<file path="src/sv/assert_macros.svh">
// ----------------------------------------------------------------------------
// assert_macros.svh
// assertion helpers shared by the sparse matvec block
// ----------------------------------------------------------------------------
`ifndef ASSERT_MACROS_SVH
`define ASSERT_MACROS_SVH

`ifndef SYNTHESIS
`define SMVA_ASSERT(label, cond) \
  label: assert property (@(posedge clk) disable iff (!rst_n) (cond)) \
    else $error("assertion failed");
`define SMVA_ASSERT_IMPL(label, ante, cons) \
  label: assert property (@(posedge clk) disable iff (!rst_n) (ante) |-> (cons)) \
    else $error("assertion failed");
`define SMVA_ASSERT_NEXT(label, ante, cons) \
  label: assert property (@(posedge clk) disable iff (!rst_n) (ante) |=> (cons)) \
    else $error("assertion failed");
`else
`define SMVA_ASSERT(label, cond)
`define SMVA_ASSERT_IMPL(label, ante, cons)
`define SMVA_ASSERT_NEXT(label, ante, cons)
`endif

`endif

</file>
<file path="src/sv/smva_pkg.sv">
// ----------------------------------------------------------------------------
// smva_pkg
// shared types and constants of the sparse coo matvec accumulator
// ----------------------------------------------------------------------------
package smva_pkg;

  localparam int MAX_ROWS = 1024;
  localparam int MAX_COLS = 1024;

  localparam int ROW_W = 10;
  localparam int COL_W = 10;
  localparam int VAL_W = 32;
  localparam int ACC_W = 48;
  localparam int PROD_W = 2 * VAL_W;
  localparam int FRAC_DROP = 16;
  localparam int CFG_W = 11;
  localparam int CFG_IDX_W = 2;
  localparam int QDEPTH = 2;
  localparam int QPTR_W = 1;
  localparam int QCNT_W = 2;

  localparam logic [CFG_W-1:0] NUM_ROWS_RESET = 11'd1024;
  localparam logic [CFG_W-1:0] NUM_COLS_RESET = 11'd1024;

  localparam logic [CFG_IDX_W-1:0] REG_NUM_ROWS = 2'd0;
  localparam logic [CFG_IDX_W-1:0] REG_NUM_COLS = 2'd1;

  localparam logic signed [ACC_W-1:0] ACC_MAX = {1'b0, {(ACC_W-1){1'b1}}};
  localparam logic signed [ACC_W-1:0] ACC_MIN = {1'b1, {(ACC_W-1){1'b0}}};

  typedef enum logic [1:0] {
    CMD_LOAD  = 2'd0,
    CMD_CLEAR = 2'd1,
    CMD_NZ    = 2'd2,
    CMD_READ  = 2'd3
  } cmd_t;

  typedef enum logic [2:0] {
    B_INIT,
    B_IDLE,
    B_DISP,
    B_CLEAR,
    B_NZ_MUL,
    B_NZ_ACC,
    B_RD_OUT
  } back_state_t;

  typedef struct packed {
    cmd_t                     cmd;
    logic [ROW_W-1:0]         row;
    logic [COL_W-1:0]         col;
    logic signed [VAL_W-1:0]  value;
    logic                     row_ok;
    logic                     col_ok;
  } q_item_t;

  typedef struct packed {
    logic init_busy;
  } back_stat_t;

endpackage

</file>
<file path="src/sv/smva_queue.sv">
// ----------------------------------------------------------------------------
// smva_queue
// short item queue between the front and back parts
// ----------------------------------------------------------------------------
module smva_queue (
  input  logic               clk,
  input  logic               rst_n,
  input  logic               push,
  input  smva_pkg::q_item_t  push_item,
  input  logic               pop,
  output smva_pkg::q_item_t  pop_item,
  output logic               full,
  output logic               empty
);
  import smva_pkg::*;

  q_item_t           mem_r [QDEPTH];
  logic [QPTR_W-1:0] wr_ptr_r, wr_ptr_nxt;
  logic [QPTR_W-1:0] rd_ptr_r, rd_ptr_nxt;
  logic [QCNT_W-1:0] cnt_r, cnt_nxt;
  logic              do_push, do_pop;

  assign full     = (cnt_r == QCNT_W'(QDEPTH));
  assign empty    = (cnt_r == '0);
  assign do_push  = push && !full;
  assign do_pop   = pop && !empty;
  assign pop_item = mem_r[rd_ptr_r];

  always_comb begin
    wr_ptr_nxt = do_push ? wr_ptr_r + 1'b1 : wr_ptr_r;
    rd_ptr_nxt = do_pop ? rd_ptr_r + 1'b1 : rd_ptr_r;
    cnt_nxt    = cnt_r;
    if (do_push && !do_pop) begin
      cnt_nxt = cnt_r + 1'b1;
    end else if (do_pop && !do_push) begin
      cnt_nxt = cnt_r - 1'b1;
    end
  end

  always_ff @(posedge clk) begin
    if (!rst_n) begin
      wr_ptr_r <= '0;
      rd_ptr_r <= '0;
      cnt_r    <= '0;
    end else begin
      wr_ptr_r <= wr_ptr_nxt;
      rd_ptr_r <= rd_ptr_nxt;
      cnt_r    <= cnt_nxt;
    end
  end

  always_ff @(posedge clk) begin
    if (do_push) begin
      mem_r[wr_ptr_r] <= push_item;
    end
  end

endmodule

</file>
<file path="config.mk">
export PLATFORM = sky130hd
export DESIGN_NAME = smva_queue
export DESIGN_NICKNAME = d
export VERILOG_FILES = /design/src/sv/assert_macros.svh /design/src/sv/smva_pkg.sv /design/src/sv/smva_queue.sv
export SDC_FILE = /design/constraint.sdc
export NUM_CORES = 1
export LEC_CHECK = 0
export ABC_AREA = 1
export CAP_MARGIN = 20
export CORE_UTILIZATION = 48
export CTS_CLUSTER_SIZE = 24
export DETAILED_ROUTE_END_ITERATION = 7
export DONT_BUFFER_PORTS = 1
export GPL_ROUTABILITY_DRIVEN = 0
export PLACE_DENSITY_LB_ADDON = 0.15
export SLEW_MARGIN = 20
export SYNTH_ARGS = -nofsm -noshare
export SYNTH_HDL_FRONTEND = slang
export SYNTH_SLANG_ARGS = --single-unit
</file>
<file path="constraint.sdc">
create_clock -name clk -period 3.9 [get_ports clk]
set_input_delay 0.78 -clock clk [delete_from_list [all_inputs] [get_ports clk]]
set_output_delay 0.78 -clock clk [all_outputs]
set_load 0.05 [all_outputs]
</file>
==> results.py <==
metrics = {
    "status": {
        "outcome": "complete, but fails checks",
        "violations": "DRC",
    },
    "die": {
        "dieArea_mm2": 0.00966,
        "coreArea_mm2": 0.00885,
        "rows": 34,
        "initial_utilization_pct": 50.3,
        "dieHeight_um": 98.3,
        "pin_count": 118,
        "die_x_um": 98.3,
    },
    "clock_network": {
        "cts.sinks": 117,
        "cts_buffers": 17,
        "h-tree-depth": 4,
        "root_buffer": "clkbuf_8",
        "ctsHoldBuffers": 0,
        "path_clk_slew_ns": 0.06,
        "clockBufferDepth": 2,
        "clock_latency_ns": 0.50,
        "post_cts_resized": 0,
        "cts_tree": "yes",
        "post_cts_buffers": 0,
    },
    "synth": {
        "ys.warnings.count": 0,
        "yosysUniqueCellTypes": 15,
        "synthCells": 212,
        "seq_area_frac_synth_pct": 77.8,
        "ys_ff_latch": 117,
        "syn_nets": 273,
        "muxShareOfSynthArea_pct": 17.5,
        "synth_simple_gate_area_share_pct": 1.69,
        "syn_area_mm2": 0.00445,
        "synth.avg_cell_area_um2": 21.0,
        "synth_compound_area_share_pct": 0.534,
        "synth_top_family_by_area": "multiplexers",
        "synth-xor-area-share_pct": 0,
        "synth_fa_ha_area_share_pct": 0.281,
    },
    "final_layout": {
        "areaGrowthSynthToFinish_pct": 16.8,
        "diodes": 0,
        "utilization_pct": 58.7,
        "nFillCells": 657,
        "nNetsFinal": 288,
        "fin_cells": 348,
        "layout-drive-gt1-share_pct": 37.9,
    },
    "power_and_ir_drop": {
        "power.density_mw_per_mm2": 865,
        "peakVddDrop_mv": 0.444,
        "p_leak_nw": 1.84,
    },
    "sta": {
        "drv_slew": 0,
        "period_minus_slack_ns": 2.84,
        "max_slew_margin_pct": 36.1,
        "worst_slack_ns": 1.06,
        "rsz0062_at_grt": "no",
        "worstMarginPinSlew_ns": 0.955,
        "hold_viol": 0,
        "skew_ns": 0.00663,
        "max_freq_mhz": 352,
        "setup_viol": 0,
        "final.period_utilization_pct": 72.8,
        "fin_setup_tns_ns": 0,
    },
    "global_routing": {
        "grt_max_degree": 57,
        "grt_overflow_total": 0,
        "grt_pass1_wl_mm": 10.3,
        "antenna_found_initial": 0,
        "grt_pass1_vias": 2004,
        "gr-usage-all-layers_pct": 15.0,
    },
    "run": {
        "cap_violations": 0,
    },
    "setup_path": {
        "critPathMaxFanout": 56,
        "cp_slowest_cell": "dfxtp_4",
        "path_class": "reg -> out",
        "start_kind": "flip-flop",
        "path_buf_inv": 0,
        "crit_chain": "mux2_2",
        "cp.arrival_ns": 2.06,
        "slowest_delay_ns": 0.96,
        "cpLargestDelayFamily": "flip-flops",
        "worstPathRequired_ns": 3.12,
        "crit_path_end_kind": "output pin",
    },
    "place": {
        "pre_cts_slack_ns": 1.55,
        "dp_cells": 316,
        "hpwl_mm": 4.31,
        "io_buffers": 0,
    },
    "detailed_routing": {
        "num_vias": 1846,
        "drtPass1Iterations": 8,
        "drtIter0Drc": 70,
        "route.detailed.drc": 8,
        "vias_per_cell": 5.30,
        "drt_wl_total_mm": 6.81,
        "postRouteAntennaNets": 0,
        "wl_per_cell_um": 19.6,
    },
    "hold_path": {
        "hp-class": "in -> reg",
    },
}
layout make-up:
type	count	area, um^2	area share, %
sequential	117	3470	66.7
clock inverter	14	209	4.02
tap	108	135	2.60
clock buffer	18	418	8.04
inverter	9	33.8	0.650
timing repair buffer	2	27.5	0.530
multi-input combinational	80	907	17.5
cells by family (layout without fill, tap and decap cells):
family / Yosys count / in the layout
muxes: 56 / 56
DFF: 117 / 117
adders and majority gates: 1 / 1
AOI/OAI and AO/OA: 4 / 4
and+or+nand+nor: 19 / 19
buffers and inverters: 15 / 43
power breakdown:
part | internal, mW | leakage [nW] | switching (mW) | total [mW]
combinational | 0.310 | 0.453 | 0.852 | 1.16
clock | 1.10 | 0.300 | 0.517 | 1.61
sequential | 1.59 | 1.09 | 0.128 | 1.72
per-layer routing:
layer	global-route usage, %	share of wire [%]
met1	14.2	35
met2	26.1	53
met3	7.73	9.6
met4	8.73	1.9
met5	0	0
placed cells by master (no fill, tap or decap), types with 3 or more instances in the layout:
cell type and instances:
inv_1 9, edfxtp_1 112, mux2_2 16, dfxtp_1 4
nand2_1 6, bufinv_16 5, clkinv_4 3, nor2_1 9
mux2_4 40, clkbuf_16 16
flip-flops by register name (all words and copies together), names as in the netlist, named ones only:
signal	cells
wr_ptr_r	1
rd_ptr_r	1
cnt_r	2
mem_r	112
synth_stat cells:
master / number / area share [%]
edfxtp_1: 112 / 76
mux2_4: 40 / 13
mux2_2: 16 / 4.0
nor2_1: 11 / 0.93
inv_1: 9 / 0.76
nand2_1: 6 / 0.51
buf_6: 5 / 1.3
dfxtp_1: 5 / 2.2
o21ai_0: 2 / 0.22
a21oi_1: 1 / 0.11
buf_2: 1 / 0.11
ha_1: 1 / 0.28
nand3_1: 1 / 0.11
nand4_1: 1 / 0.14
o21ai_2: 1 / 0.20
worst paths after layout:
kind                          from                endpoint  slack [ns]  cells past startpoint
max                      flip-flop            pop_item[34]        1.06                      1
min                  push_item[15]  mem_r[1][15]$_DFFE_PP_        0.37                      0
max reg2reg  cnt_r[0]$_SDFFE_PN0P_   cnt_r[1]$_SDFFE_PN0P_        1.86                      9
min reg2reg  rd_ptr_r$_SDFFE_PN0P_               flip-flop        0.51                      2
per-stage QoR:
stage	hold slack [ns]	power, mW	instance area [um^2]
floorplan	0.467	2.82	4450
global placement	0.482	2.90	4570
detailed placement	0.491	2.92	4570
CTS	0.342	4.55	5200
global route	0.333	4.65	5200
finish	0.368	4.50	5200
No activity file was read; power rests on OpenSTA's default activity.
