`src/sv/assert_macros.svh`:
```
// ----------------------------------------------------------------------------
// assert_macros.svh
// assertion helpers shared by the sparse matvec block
// ----------------------------------------------------------------------------
`ifndef ASSERT_MACROS_SVH
`define ASSERT_MACROS_SVH

`ifndef SYNTHESIS
`define SMVA_ASSERT(label, cond) \
  label: assert property (@(posedge clk) disable iff (!rst_n) (cond)) \
    else $error("assertion failed");
`define SMVA_ASSERT_IMPL(label, ante, cons) \
  label: assert property (@(posedge clk) disable iff (!rst_n) (ante) |-> (cons)) \
    else $error("assertion failed");
`define SMVA_ASSERT_NEXT(label, ante, cons) \
  label: assert property (@(posedge clk) disable iff (!rst_n) (ante) |=> (cons)) \
    else $error("assertion failed");
`else
`define SMVA_ASSERT(label, cond)
`define SMVA_ASSERT_IMPL(label, ante, cons)
`define SMVA_ASSERT_NEXT(label, ante, cons)
`endif

`endif

```
`src/sv/smva_pkg.sv`:
```
// ----------------------------------------------------------------------------
// smva_pkg
// shared types and constants of the sparse coo matvec accumulator
// ----------------------------------------------------------------------------
package smva_pkg;

  localparam int MAX_ROWS = 1024;
  localparam int MAX_COLS = 1024;

  localparam int ROW_W = 10;
  localparam int COL_W = 10;
  localparam int VAL_W = 32;
  localparam int ACC_W = 48;
  localparam int PROD_W = 2 * VAL_W;
  localparam int FRAC_DROP = 16;
  localparam int CFG_W = 11;
  localparam int CFG_IDX_W = 2;
  localparam int QDEPTH = 2;
  localparam int QPTR_W = 1;
  localparam int QCNT_W = 2;

  localparam logic [CFG_W-1:0] NUM_ROWS_RESET = 11'd1024;
  localparam logic [CFG_W-1:0] NUM_COLS_RESET = 11'd1024;

  localparam logic [CFG_IDX_W-1:0] REG_NUM_ROWS = 2'd0;
  localparam logic [CFG_IDX_W-1:0] REG_NUM_COLS = 2'd1;

  localparam logic signed [ACC_W-1:0] ACC_MAX = {1'b0, {(ACC_W-1){1'b1}}};
  localparam logic signed [ACC_W-1:0] ACC_MIN = {1'b1, {(ACC_W-1){1'b0}}};

  typedef enum logic [1:0] {
    CMD_LOAD  = 2'd0,
    CMD_CLEAR = 2'd1,
    CMD_NZ    = 2'd2,
    CMD_READ  = 2'd3
  } cmd_t;

  typedef enum logic [2:0] {
    B_INIT,
    B_IDLE,
    B_DISP,
    B_CLEAR,
    B_NZ_MUL,
    B_NZ_ACC,
    B_RD_OUT
  } back_state_t;

  typedef struct packed {
    cmd_t                     cmd;
    logic [ROW_W-1:0]         row;
    logic [COL_W-1:0]         col;
    logic signed [VAL_W-1:0]  value;
    logic                     row_ok;
    logic                     col_ok;
  } q_item_t;

  typedef struct packed {
    logic init_busy;
  } back_stat_t;

endpackage

```
`src/sv/smva_front.sv`:
```
// ----------------------------------------------------------------------------
// smva_front
// configuration registers, input handshake and index range classification
// ----------------------------------------------------------------------------
module smva_front (
  input  logic                            clk,
  input  logic                            rst_n,
  input  logic                            cfg_valid,
  output logic                            cfg_ready,
  input  logic [smva_pkg::CFG_IDX_W-1:0]  cfg_index,
  input  logic [smva_pkg::CFG_W-1:0]      cfg_data,
  input  logic                            in_valid,
  output logic                            in_ready,
  input  logic [1:0]                      in_cmd,
  input  logic [smva_pkg::ROW_W-1:0]      in_row_index,
  input  logic [smva_pkg::COL_W-1:0]      in_col_index,
  input  logic signed [smva_pkg::VAL_W-1:0] in_value,
  input  logic                            q_full,
  input  smva_pkg::back_stat_t            stat,
  output logic                            q_push,
  output smva_pkg::q_item_t               q_item
);
  import smva_pkg::*;

  logic [CFG_W-1:0] num_rows_r, num_rows_nxt;
  logic [CFG_W-1:0] num_cols_r, num_cols_nxt;
  logic [CFG_W-1:0] rows_lim, cols_lim;

  assign cfg_ready = 1'b1;

  always_comb begin
    num_rows_nxt = num_rows_r;
    num_cols_nxt = num_cols_r;
    if (cfg_valid && cfg_ready) begin
      case (cfg_index)
        REG_NUM_ROWS: num_rows_nxt = cfg_data;
        REG_NUM_COLS: num_cols_nxt = cfg_data;
        default: ;
      endcase
    end
  end

  always_ff @(posedge clk) begin
    if (!rst_n) begin
      num_rows_r <= NUM_ROWS_RESET;
      num_cols_r <= NUM_COLS_RESET;
    end else begin
      num_rows_r <= num_rows_nxt;
      num_cols_r <= num_cols_nxt;
    end
  end

  // oversized bounds clamp to the store depth
  assign rows_lim = (num_rows_r > CFG_W'(MAX_ROWS)) ? CFG_W'(MAX_ROWS) : num_rows_r;
  assign cols_lim = (num_cols_r > CFG_W'(MAX_COLS)) ? CFG_W'(MAX_COLS) : num_cols_r;

  assign in_ready = !q_full && !stat.init_busy;
  assign q_push   = in_valid && in_ready;

  always_comb begin
    q_item.cmd    = cmd_t'(in_cmd);
    q_item.row    = in_row_index;
    q_item.col    = in_col_index;
    q_item.value  = in_value;
    q_item.row_ok = CFG_W'(in_row_index) < rows_lim;
    q_item.col_ok = CFG_W'(in_col_index) < cols_lim;
  end

endmodule

```
`config.mk`:
```
export PLATFORM = sky130hd
export DESIGN_NAME = smva_front
export DESIGN_NICKNAME = d
export VERILOG_FILES = /design/src/sv/assert_macros.svh /design/src/sv/smva_pkg.sv /design/src/sv/smva_front.sv
export SDC_FILE = /design/constraint.sdc
export NUM_CORES = 1
export LEC_CHECK = 0
export BUFFER_PORTS_ARGS = -buffer_cell sky130_fd_sc_hd__buf_2
export CAP_MARGIN = 10
export CORE_ASPECT_RATIO = 0.8
export CORE_MARGIN = 10
export CORE_UTILIZATION = 41
export DETAILED_ROUTE_END_ITERATION = 16
export PLACE_DENSITY = 0.82
export SETUP_SLACK_MARGIN = 0.4
export SYNTH_ARGS = -nofsm -noshare
export SYNTH_HDL_FRONTEND = slang
export SYNTH_SLANG_ARGS = --single-unit
```
`constraint.sdc`:
```
create_clock -name clk -period 3.1 [get_ports clk]
set_clock_uncertainty 0.2 [all_clocks]
set_input_delay 0.93 -clock clk [delete_from_list [all_inputs] [get_ports clk]]
set_output_delay 0.93 -clock clk [all_outputs]
set_load 0.01 [all_outputs]
```
==> results of run 1 <==
-- sequential cells by signal, indices dropped and copies added, names as in the netlist --
name and flops:
num_rows_r 11, num_cols_r 11
-- power breakdown --
group / internal [mW] / total (mW) / switching, mW
sequential: 0.292 / 0.299 / 0.00707
clock: 0.172 / 0.261 / 0.0889
combinational: 0.0807 / 0.149 / 0.0687
total: 0.545 / 0.710 / 0.165
-- placed cells by master (no fill, tap or decap), drive strengths merged --
cell type	synthesis	final
buf	57	63
mux2i	22	22
dfxtp	22	22
nor2b	21	21
nand2b	18	18
ha	18	18
nand2	8	8
a21oi	4	4
nor2	4	4
o21ai	4	4
clkbuf	4	3
nand3	2	2
and4b	1	1
and3	1	1
a211o	1	1
a21o	1	1
a31oi	1	1
a211oi	1	1
nor4b	1	1
o2111ai	1	1
a311o	1	1
nor3b	1	1
nand3b	1	1
and2	1	1
conb	1	1
bufinv	0	1
-- critical path: stages --
cell and delay [ns]:
sky130_fd_sc_hd__buf_2 0.12, sky130_fd_sc_hd__ha_4 0.26, sky130_fd_sc_hd__o21ai_2 0.05, sky130_fd_sc_hd__nor2_2 0.11
sky130_fd_sc_hd__o2111ai_2 0.12, sky130_fd_sc_hd__a311o_1 0.32, sky130_fd_sc_hd__buf_2 0.14
-- layer usage --
layer,share of wire [%],wire (um),global-route usage (%),vias to the layer above
met5,0,0,0,-
met1,40,1479,10.42,555
met3,11,415,5.169,4
met4,0.27,10,0.6154,0
met2,48,1779,16.60,48
li1,-,-,-,612
-- kinds of logic after synthesis --
| group | after synthesis | synth area share [%] |
|---|---|---|
| other | 1 | 0.2117 |
| flip-flops | 22 | 24.86 |
| adder cells (fa/ha/maj) | 18 | 12.71 |
| multiplexers | 22 | 12.43 |
| AND/OR/NAND/NOR | 59 | 19.77 |
| buffers and inverters | 61 | 25.00 |
| AO/OA/AOI/OAI | 14 | 5.015 |
-- final cells by class --
| type | count | share of cell area, % |
|---|---|---|
| Clock buffer | 3 | 1.994 |
| Timing Repair Buffer | 63 | 17.34 |
| Tap cell | 57 | 3.444 |
| Clock inverter | 1 | 1.450 |
| Multi-Input combinational cell | 114 | 54.44 |
| Sequential cell | 22 | 21.33 |
-- per-stage QoR --
stage	power, mW	setup TNS, ns	util [%]	hold WS [ns]	instance area, um^2
floorplan	0.4383	0	-	0.2742	1913
global placement	0.4314	-0.1666	44.50	0.3002	1859
detailed placement	0.4354	-0.1905	44.50	0.3098	1859
CTS	0.7061	-0.1364	47.65	0.3295	1991
global route	0.7508	-0.2635	49.57	0.3446	2071
finish	0.7099	-0.1162	49.57	0.3234	2071
-- timing repair --
| action | 4_1_cts | 5_1_grt |
|---|---|---|
| gates cloned | 0 | 0 |
| setup buffers | 0 | 0 |
| gates resized for setup | 14 | 16 |
| hold buffers | 0 | 0 |
| pin swaps | 12 | 13 |
| setup endpoints to repair | 2 | 2 |
-- worst paths after layout --
kind                                     from                          end  slack, ns  cells past startpoint
setup / recovery              in_col_index[2]                    q_item[0]      -0.07                      7
hold / removal     num_rows_r[9]$_SDFFE_PN0P_   num_rows_r[9]$_SDFFE_PN0P_       0.32                      2
setup reg to reg  num_cols_r[10]$_SDFFE_PN1P_  num_cols_r[10]$_SDFFE_PN1P_       2.09                      2
hold reg to reg    num_rows_r[9]$_SDFFE_PN0P_   num_rows_r[9]$_SDFFE_PN0P_       0.32                      2
==> impl_results.rst, run 1 <==
.. list-table::
   :header-rows: 1

   * - Metric
     - Value
   * - Placement Rows
     - 21
   * - Core area
     - ~4200 um^2
   * - Class of the most critical hold timing path
     - flip-flop to flip-flop
   * - Clock root buffer master
     - sky130_fd_sc_hd__clkbuf_8
   * - Vias/cell
     - roughly 4.7
   * - Non-filler instance count after layout
     - 260
   * - Placer Congestion
     - ~0.68
   * - Reg clk slew, reported paths
     - approximately 0.080 ns
   * - Diode insertion count for antenna repair
     - 0
   * - Transition at the pin with the smallest max-transition slack
     - a little over 0.7 ns
   * - Register area
     - 441.7 um^2
   * - Multi-input gate area in the final layout
     - between 1000 and 1500 um^2
   * - Total global-route track usage
     - approximately a tenth
   * - Final worst-path cycle share
     - 102.4%
   * - Share of post-route cells with drive strength above 1
     - between 40% and 50%
   * - Type of destination of the critical path
     - output pin
   * - Result of the run
     - complete, but fails checks
   * - Htree depth
     - 1
   * - DPL Wire Length
     - about 3000 um
   * - Shortest clock period the worst path allows after layout
     - about 3.2 ns
   * - Cell count after synthesis
     - ~200
   * - Overall die area
     - 7367 um^2
   * - CTS Buffer Depth
     - 2
   * - Via count of the first global-routing pass
     - 1,325
   * - TritonCTS clock tree
     - done
   * - Area added between synthesis and finish
     - 16.88%
   * - Most numerous cell in the Yosys netlist
     - sky130_fd_sc_hd__buf_4
   * - Rel. slew slack
     - between 50% and 60%
   * - Most frequent cells after synthesis
     - 57 x sky130_fd_sc_hd__buf_4, 22 x sky130_fd_sc_hd__dfxtp_1, 22 x sky130_fd_sc_hd__mux2i_1, 21 x sky130_fd_sc_hd__nor2b_1
   * - Area fraction of the dominant cell type after synthesis
     - about a quarter
   * - Number of maximum-capacitance constraint violations
     - 0
   * - DRC errors left
     - 0
   * - Area of the mapped netlist
     - approximately 1800 um^2
   * - Final routed wirelength across all metal layers
     - about 3700 um
   * - Setup-failing EPs final
     - 2
   * - Global-route wire length before repair
     - about 6000 um
   * - Count of vias placed by the detailed router
     - 1,219
   * - Maximum number of pins on one net before global-route repair
     - 23
   * - Filler Cells Inserted
     - roughly 410
   * - Final number of hold-violating endpoints
     - 0
   * - Mean instance size in the synthesized netlist
     - approximately 9.0 um^2
   * - Number of antenna violations at the first check in global routing
     - 0
   * - Number of different library cells in the post-synthesis netlist
     - 25
   * - Worst endpoint required time
     - 1.97 ns
   * - Most area-consuming cells after synthesis
     - sky130_fd_sc_hd__dfxtp_1 25%, sky130_fd_sc_hd__buf_4 24%, sky130_fd_sc_hd__ha_1 13%, sky130_fd_sc_hd__mux2i_1 12%, sky130_fd_sc_hd__nor2b_1 7.4%
   * - Number of enable-type register cells in the synthesized netlist
     - 0
   * - Pwr Density
     - about 340 nW/um^2
   * - Leakage power
     - between 0.8 and 0.9 nW
   * - Type of the worst setup path
     - input pin to output pin
   * - Arrival time worst endpoint
     - between 2 and 2.5 ns
   * - Clock latency on the worst-skew pair
     - roughly 0.26 ns
   * - Final count of pins violating max slew
     - 0
   * - Number of primary I/O pins
     - approximately 130
   * - Number of violations reported at the end of detailed-routing iteration 0
     - 30
   * - Floorplan die height
     - 78.80 um
   * - Cts bufs inserted
     - 3
   * - Effective utilization at floorplan
     - between 40% and 50%
   * - Final ANT Viol Nets
     - 0
   * - Flip-flop cell with the highest count after synthesis
     - sky130_fd_sc_hd__dfxtp_1
   * - Unrepaired setup endpoints after global routing
     - yes
   * - Async SR Flop Fraction
     - 0%
   * - Category of the worst setup path launch point
     - input pin
   * - Overflow after GRT
     - 0
   * - Syn_nets
     - 288
   * - NumNets Final
     - 295
   * - Failing checks
     - negative setup slack
   * - Detailed-routing iteration count for the pre-antenna-repair pass
     - 2
   * - Library cell with the largest summed area after synthesis
     - sky130_fd_sc_hd__dfxtp_1
   * - Maximum vdd drop
     - 306.6 uV
   * - #FFs+latches synth
     - 22
   * - Clock tree sinks
     - 22
   * - Maximum clock frequency
     - between 0.3 and 0.4 GHz
   * - Floorplan die width
     - 93.50 um
   * - Dpl cells
     - roughly 260
   * - Smallest setup slack after layout
     - -0.07420 ns
   * - Wire length per cell after detailed routing
     - around 14 um
   * - Port Buf Inserts
     - between 60 and 70
   * - Warning count from the yosys run
     - 0
   * - Largest fanout of any net on the critical path
     - 2
   * - Setup slack after placement
     - -0.1139 ns
   * - Proportion of synthesized chip area in sequential cells
     - approximately 25%
(Power assumes the default switching activity.)
==> run 2, diff against run 1 <==
Settings changed: CORE_UTILIZATION 41 to 37, PLACE_DENSITY 0.82 to 0.78, SKIP_CTS_REPAIR_TIMING set to 1.
Clock period 3.1 ns to 2.9 ns, I/O delays scaled along.
==> impl_results.rst, run 2 (same netlist as run 1, synthesis figures left out) <==
.. list-table::
   :header-rows: 1

   * - Metric
     - Value
   * - Result of the run
     - complete, but fails checks
   * - Failing checks
     - negative setup slack
   * - Setup-failing EPs final
     - 2 (unchanged)
   * - Most frequent standard cell in the layout excluding fill and tap cells
     - sky130_fd_sc_hd__buf_2
   * - Unrepaired setup endpoints after global routing
     - yes
   * - Vias/cell
     - 4.567 (-2.6%)
   * - Detailed-routing iteration count for the pre-antenna-repair pass
     - 4 (+2)
   * - Largest registers ranked by flip-flop count
     - num_cols_r x11, num_rows_r x11
   * - Total global-route track usage
     - 8.902% (-0.63 points)
   * - Arrival time worst endpoint
     - 1.96 ns (-0.08 ns)
   * - Global-route wire length before repair
     - 5844 um (-3.1%)
   * - Sequential fraction of design power
     - 48.8% (+6.6 points)
   * - Smallest setup slack after layout
     - -0.1305 ns (-0.05635 ns)
   * - NumNets Final
     - 296 (+0.34%)
   * - Worst endpoint required time
     - 1.83 ns (-0.14 ns)
   * - Core area
     - 4597 um^2 (+10%)
   * - DPL Wire Length
     - 3050 um (+1.2%)
   * - Type of destination of the critical path
     - output pin
   * - Overall die area
     - 7973 um^2 (+8.2%)
   * - Number of antenna violations at the first check in global routing
     - 0 (unchanged)
   * - Cell internal pwr
     - 0.4873 mW (-11%)
   * - Overflow after GRT
     - 0 (unchanged)
   * - Final worst-path cycle share
     - 104.5%
   * - Dpl cells
     - 260 (+1.6%)
   * - Cts bufs inserted
     - 3 (unchanged)
   * - Capturing instance or port of the critical path
     - q_item[0]
   * - Combinational share of power
     - 23.0% (+2.0 points)
   * - Transition at the pin with the smallest max-transition slack
     - 0.6781 ns (-0.04934 ns)
   * - CTS Buffer Depth
     - 2 (unchanged)
   * - Floorplan die width
     - 97.37 um (+4.1%)
   * - Clock root buffer master
     - sky130_fd_sc_hd__clkbuf_8
   * - Clock latency on the worst-skew pair
     - 0.25 ns (about the same)
   * - Clock tree sinks
     - 22 (unchanged)
   * - End of the worst register-to-register path
     - num_cols_r[10]$_SDFFE_PN1P_
   * - Count of vias placed by the detailed router
     - 1,201 (-1.5%)
   * - Register-to-register path setup slack
     - 1.99 ns (-0.10 ns)
   * - Number of primary I/O pins
     - 132 (unchanged)
   * - Type of the worst setup path
     - input pin to output pin
   * - Effective utilization at floorplan
     - 38.54% (-3.9 points)
   * - Number of violations reported at the end of detailed-routing iteration 0
     - 46 (+53%)
   * - TritonCTS clock tree
     - done
   * - Non-filler instance count after layout
     - 263 (+1.2%)
   * - Setup slack after placement
     - -0.2048 ns (-0.09095 ns)
   * - Origin of the worst setup path
     - in_col_index[6]
   * - Final count of pins violating max slew
     - 0 (unchanged)
   * - Floorplan die height
     - 81.89 um (+3.9%)
   * - Htree depth
     - 1 (unchanged)
   * - Port Buf Inserts
     - 62 (unchanged)
   * - Area added between synthesis and finish
     - 12.71%
   * - Worst reg2reg path startpoint
     - num_cols_r[10]$_SDFFE_PN1P_
   * - Maximum vdd drop
     - 165.1 uV (-46%)
   * - Final number of hold-violating endpoints
     - 0 (unchanged)
   * - Leakage power
     - 0.8508 nW (-2.6%)
   * - Switching pwr
     - 0.1687 mW (+2.4%)
   * - Clock group share of total power
     - 28.2% (-8.6 points)
   * - Class of the most critical hold timing path
     - flip-flop to flip-flop
   * - Category of the worst setup path launch point
     - input pin
   * - Filler Cells Inserted
     - 480 (+19%)
   * - Shortest clock period the worst path allows after layout
     - 3.031 ns
   * - Largest fanout of any net on the critical path
     - 2 (unchanged)
   * - Maximum number of pins on one net before global-route repair
     - 23 (unchanged)
   * - Wire length per cell after detailed routing
     - 13.88 um (-2.1%)
   * - Switching power share of the total
     - 25.72% (+2.5 points)
   * - Placement Rows
     - 22 (+4.8%)
   * - Commonest non-fill, non-tap cells in the layout
     - 57 x sky130_fd_sc_hd__buf_2, 22 x sky130_fd_sc_hd__mux2i_1, 21 x sky130_fd_sc_hd__nor2b_1
   * - Via count of the first global-routing pass
     - 1,262 (-4.8%)
   * - Final ANT Viol Nets
     - 0 (unchanged)
   * - DRC errors left
     - 0 (unchanged)
   * - Depth of the most critical reg-to-reg path
     - 2 (unchanged)
   * - Diode insertion count for antenna repair
     - 0 (unchanged)
   * - Pwr Density
     - 328.5 nW/um^2 (-4.2%)
   * - Post-route standard cell area excluding fillers
     - 1997 um^2 (-3.6%)
   * - Final routed wirelength across all metal layers
     - 3650 um (-0.98%)
   * - Dpl cell area
     - 1871 um^2 (+0.61%)
   * - Number of maximum-capacitance constraint violations
     - 0 (unchanged)
   * - Reg clk slew, reported paths
     - 0.08 ns (about the same)
   * - Rel. slew slack
     - 54.66% (+3.3 points)
   * - Share of post-route cells with drive strength above 1
     - 44.33% (-2.5 points)
   * - Maximum clock frequency
     - 0.3300 GHz
   * - Placer Congestion
     - 0.7421 (+8.5%)
-- run 2: worst min-delay path by stage --
| stage | start | endpoint | slack (ns) | cells after the start |
|---|---|---|---|---|
| floorplan | num_rows_r[0]$_SDFFE_PN0P_ | num_rows_r[0]$_SDFFE_PN0P_ | 0.27 | 2 |
| global placement | num_rows_r[0]$_SDFFE_PN0P_ | num_rows_r[0]$_SDFFE_PN0P_ | 0.30 | 2 |
| detailed placement | num_cols_r[2]$_SDFFE_PN0P_ | num_cols_r[2]$_SDFFE_PN0P_ | 0.31 | 2 |
| CTS | num_rows_r[5]$_SDFFE_PN0P_ | num_rows_r[5]$_SDFFE_PN0P_ | 0.33 | 2 |
| global route | num_rows_r[0]$_SDFFE_PN0P_ | num_rows_r[0]$_SDFFE_PN0P_ | 0.35 | 2 |
| finish | num_cols_r[2]$_SDFFE_PN0P_ | num_cols_r[2]$_SDFFE_PN0P_ | 0.32 | 2 |
-- run 2: power by group through the flow --
stage / Combinational (mW) / Sequential [mW] / Clock (mW)
detailed placement: 0.141 / 0.327 / 0
floorplan: 0.145 / 0.323 / 0
global route: 0.170 / 0.321 / 0.210
finish: 0.151 / 0.320 / 0.185
global placement: 0.136 / 0.327 / 0
CTS: 0.141 / 0.320 / 0.195
-- run 2: cell type report --
type	instances	area (um^2)	area share [%]
tap	60	75.07	3.759
timing repair buffer	64	360.3	18.05
sequential	22	442.9	22.18
clock buffer	3	41.29	2.068
multi-input combinational	114	1077	53.95
-- run 2: critical path, cell delays in order --
cell and delay (ns):
sky130_fd_sc_hd__buf_8 0.10, sky130_fd_sc_hd__ha_4 0.27, sky130_fd_sc_hd__nand2_4 0.05, sky130_fd_sc_hd__o21ai_2 0.15, sky130_fd_sc_hd__nand3_1 0.08, sky130_fd_sc_hd__a311o_1 0.30, sky130_fd_sc_hd__buf_2 0.14
-- run 2: routing by layer --
metal,vias up,share of wire [%],global-route usage (%)
li1,619,-,-
met1,527,46,10.97
met2,51,45,13.64
met3,4,8.5,4.446
met4,0,0.33,2.174
met5,-,0,0
-- run 2: through the flow --
stage | TNS (ns) | util [%] | hold slack, ns | power, mW
CTS | -0.3866 | 41.59 | 0.3281 | 0.6552
detailed placement | -0.3696 | 40.69 | 0.3110 | 0.4673
global placement | -0.3418 | 40.69 | 0.2981 | 0.4629
global route | -0.3753 | 43.44 | 0.3480 | 0.7019
floorplan | 0 | - | 0.2742 | 0.4686
finish | -0.2456 | 43.44 | 0.3242 | 0.6560
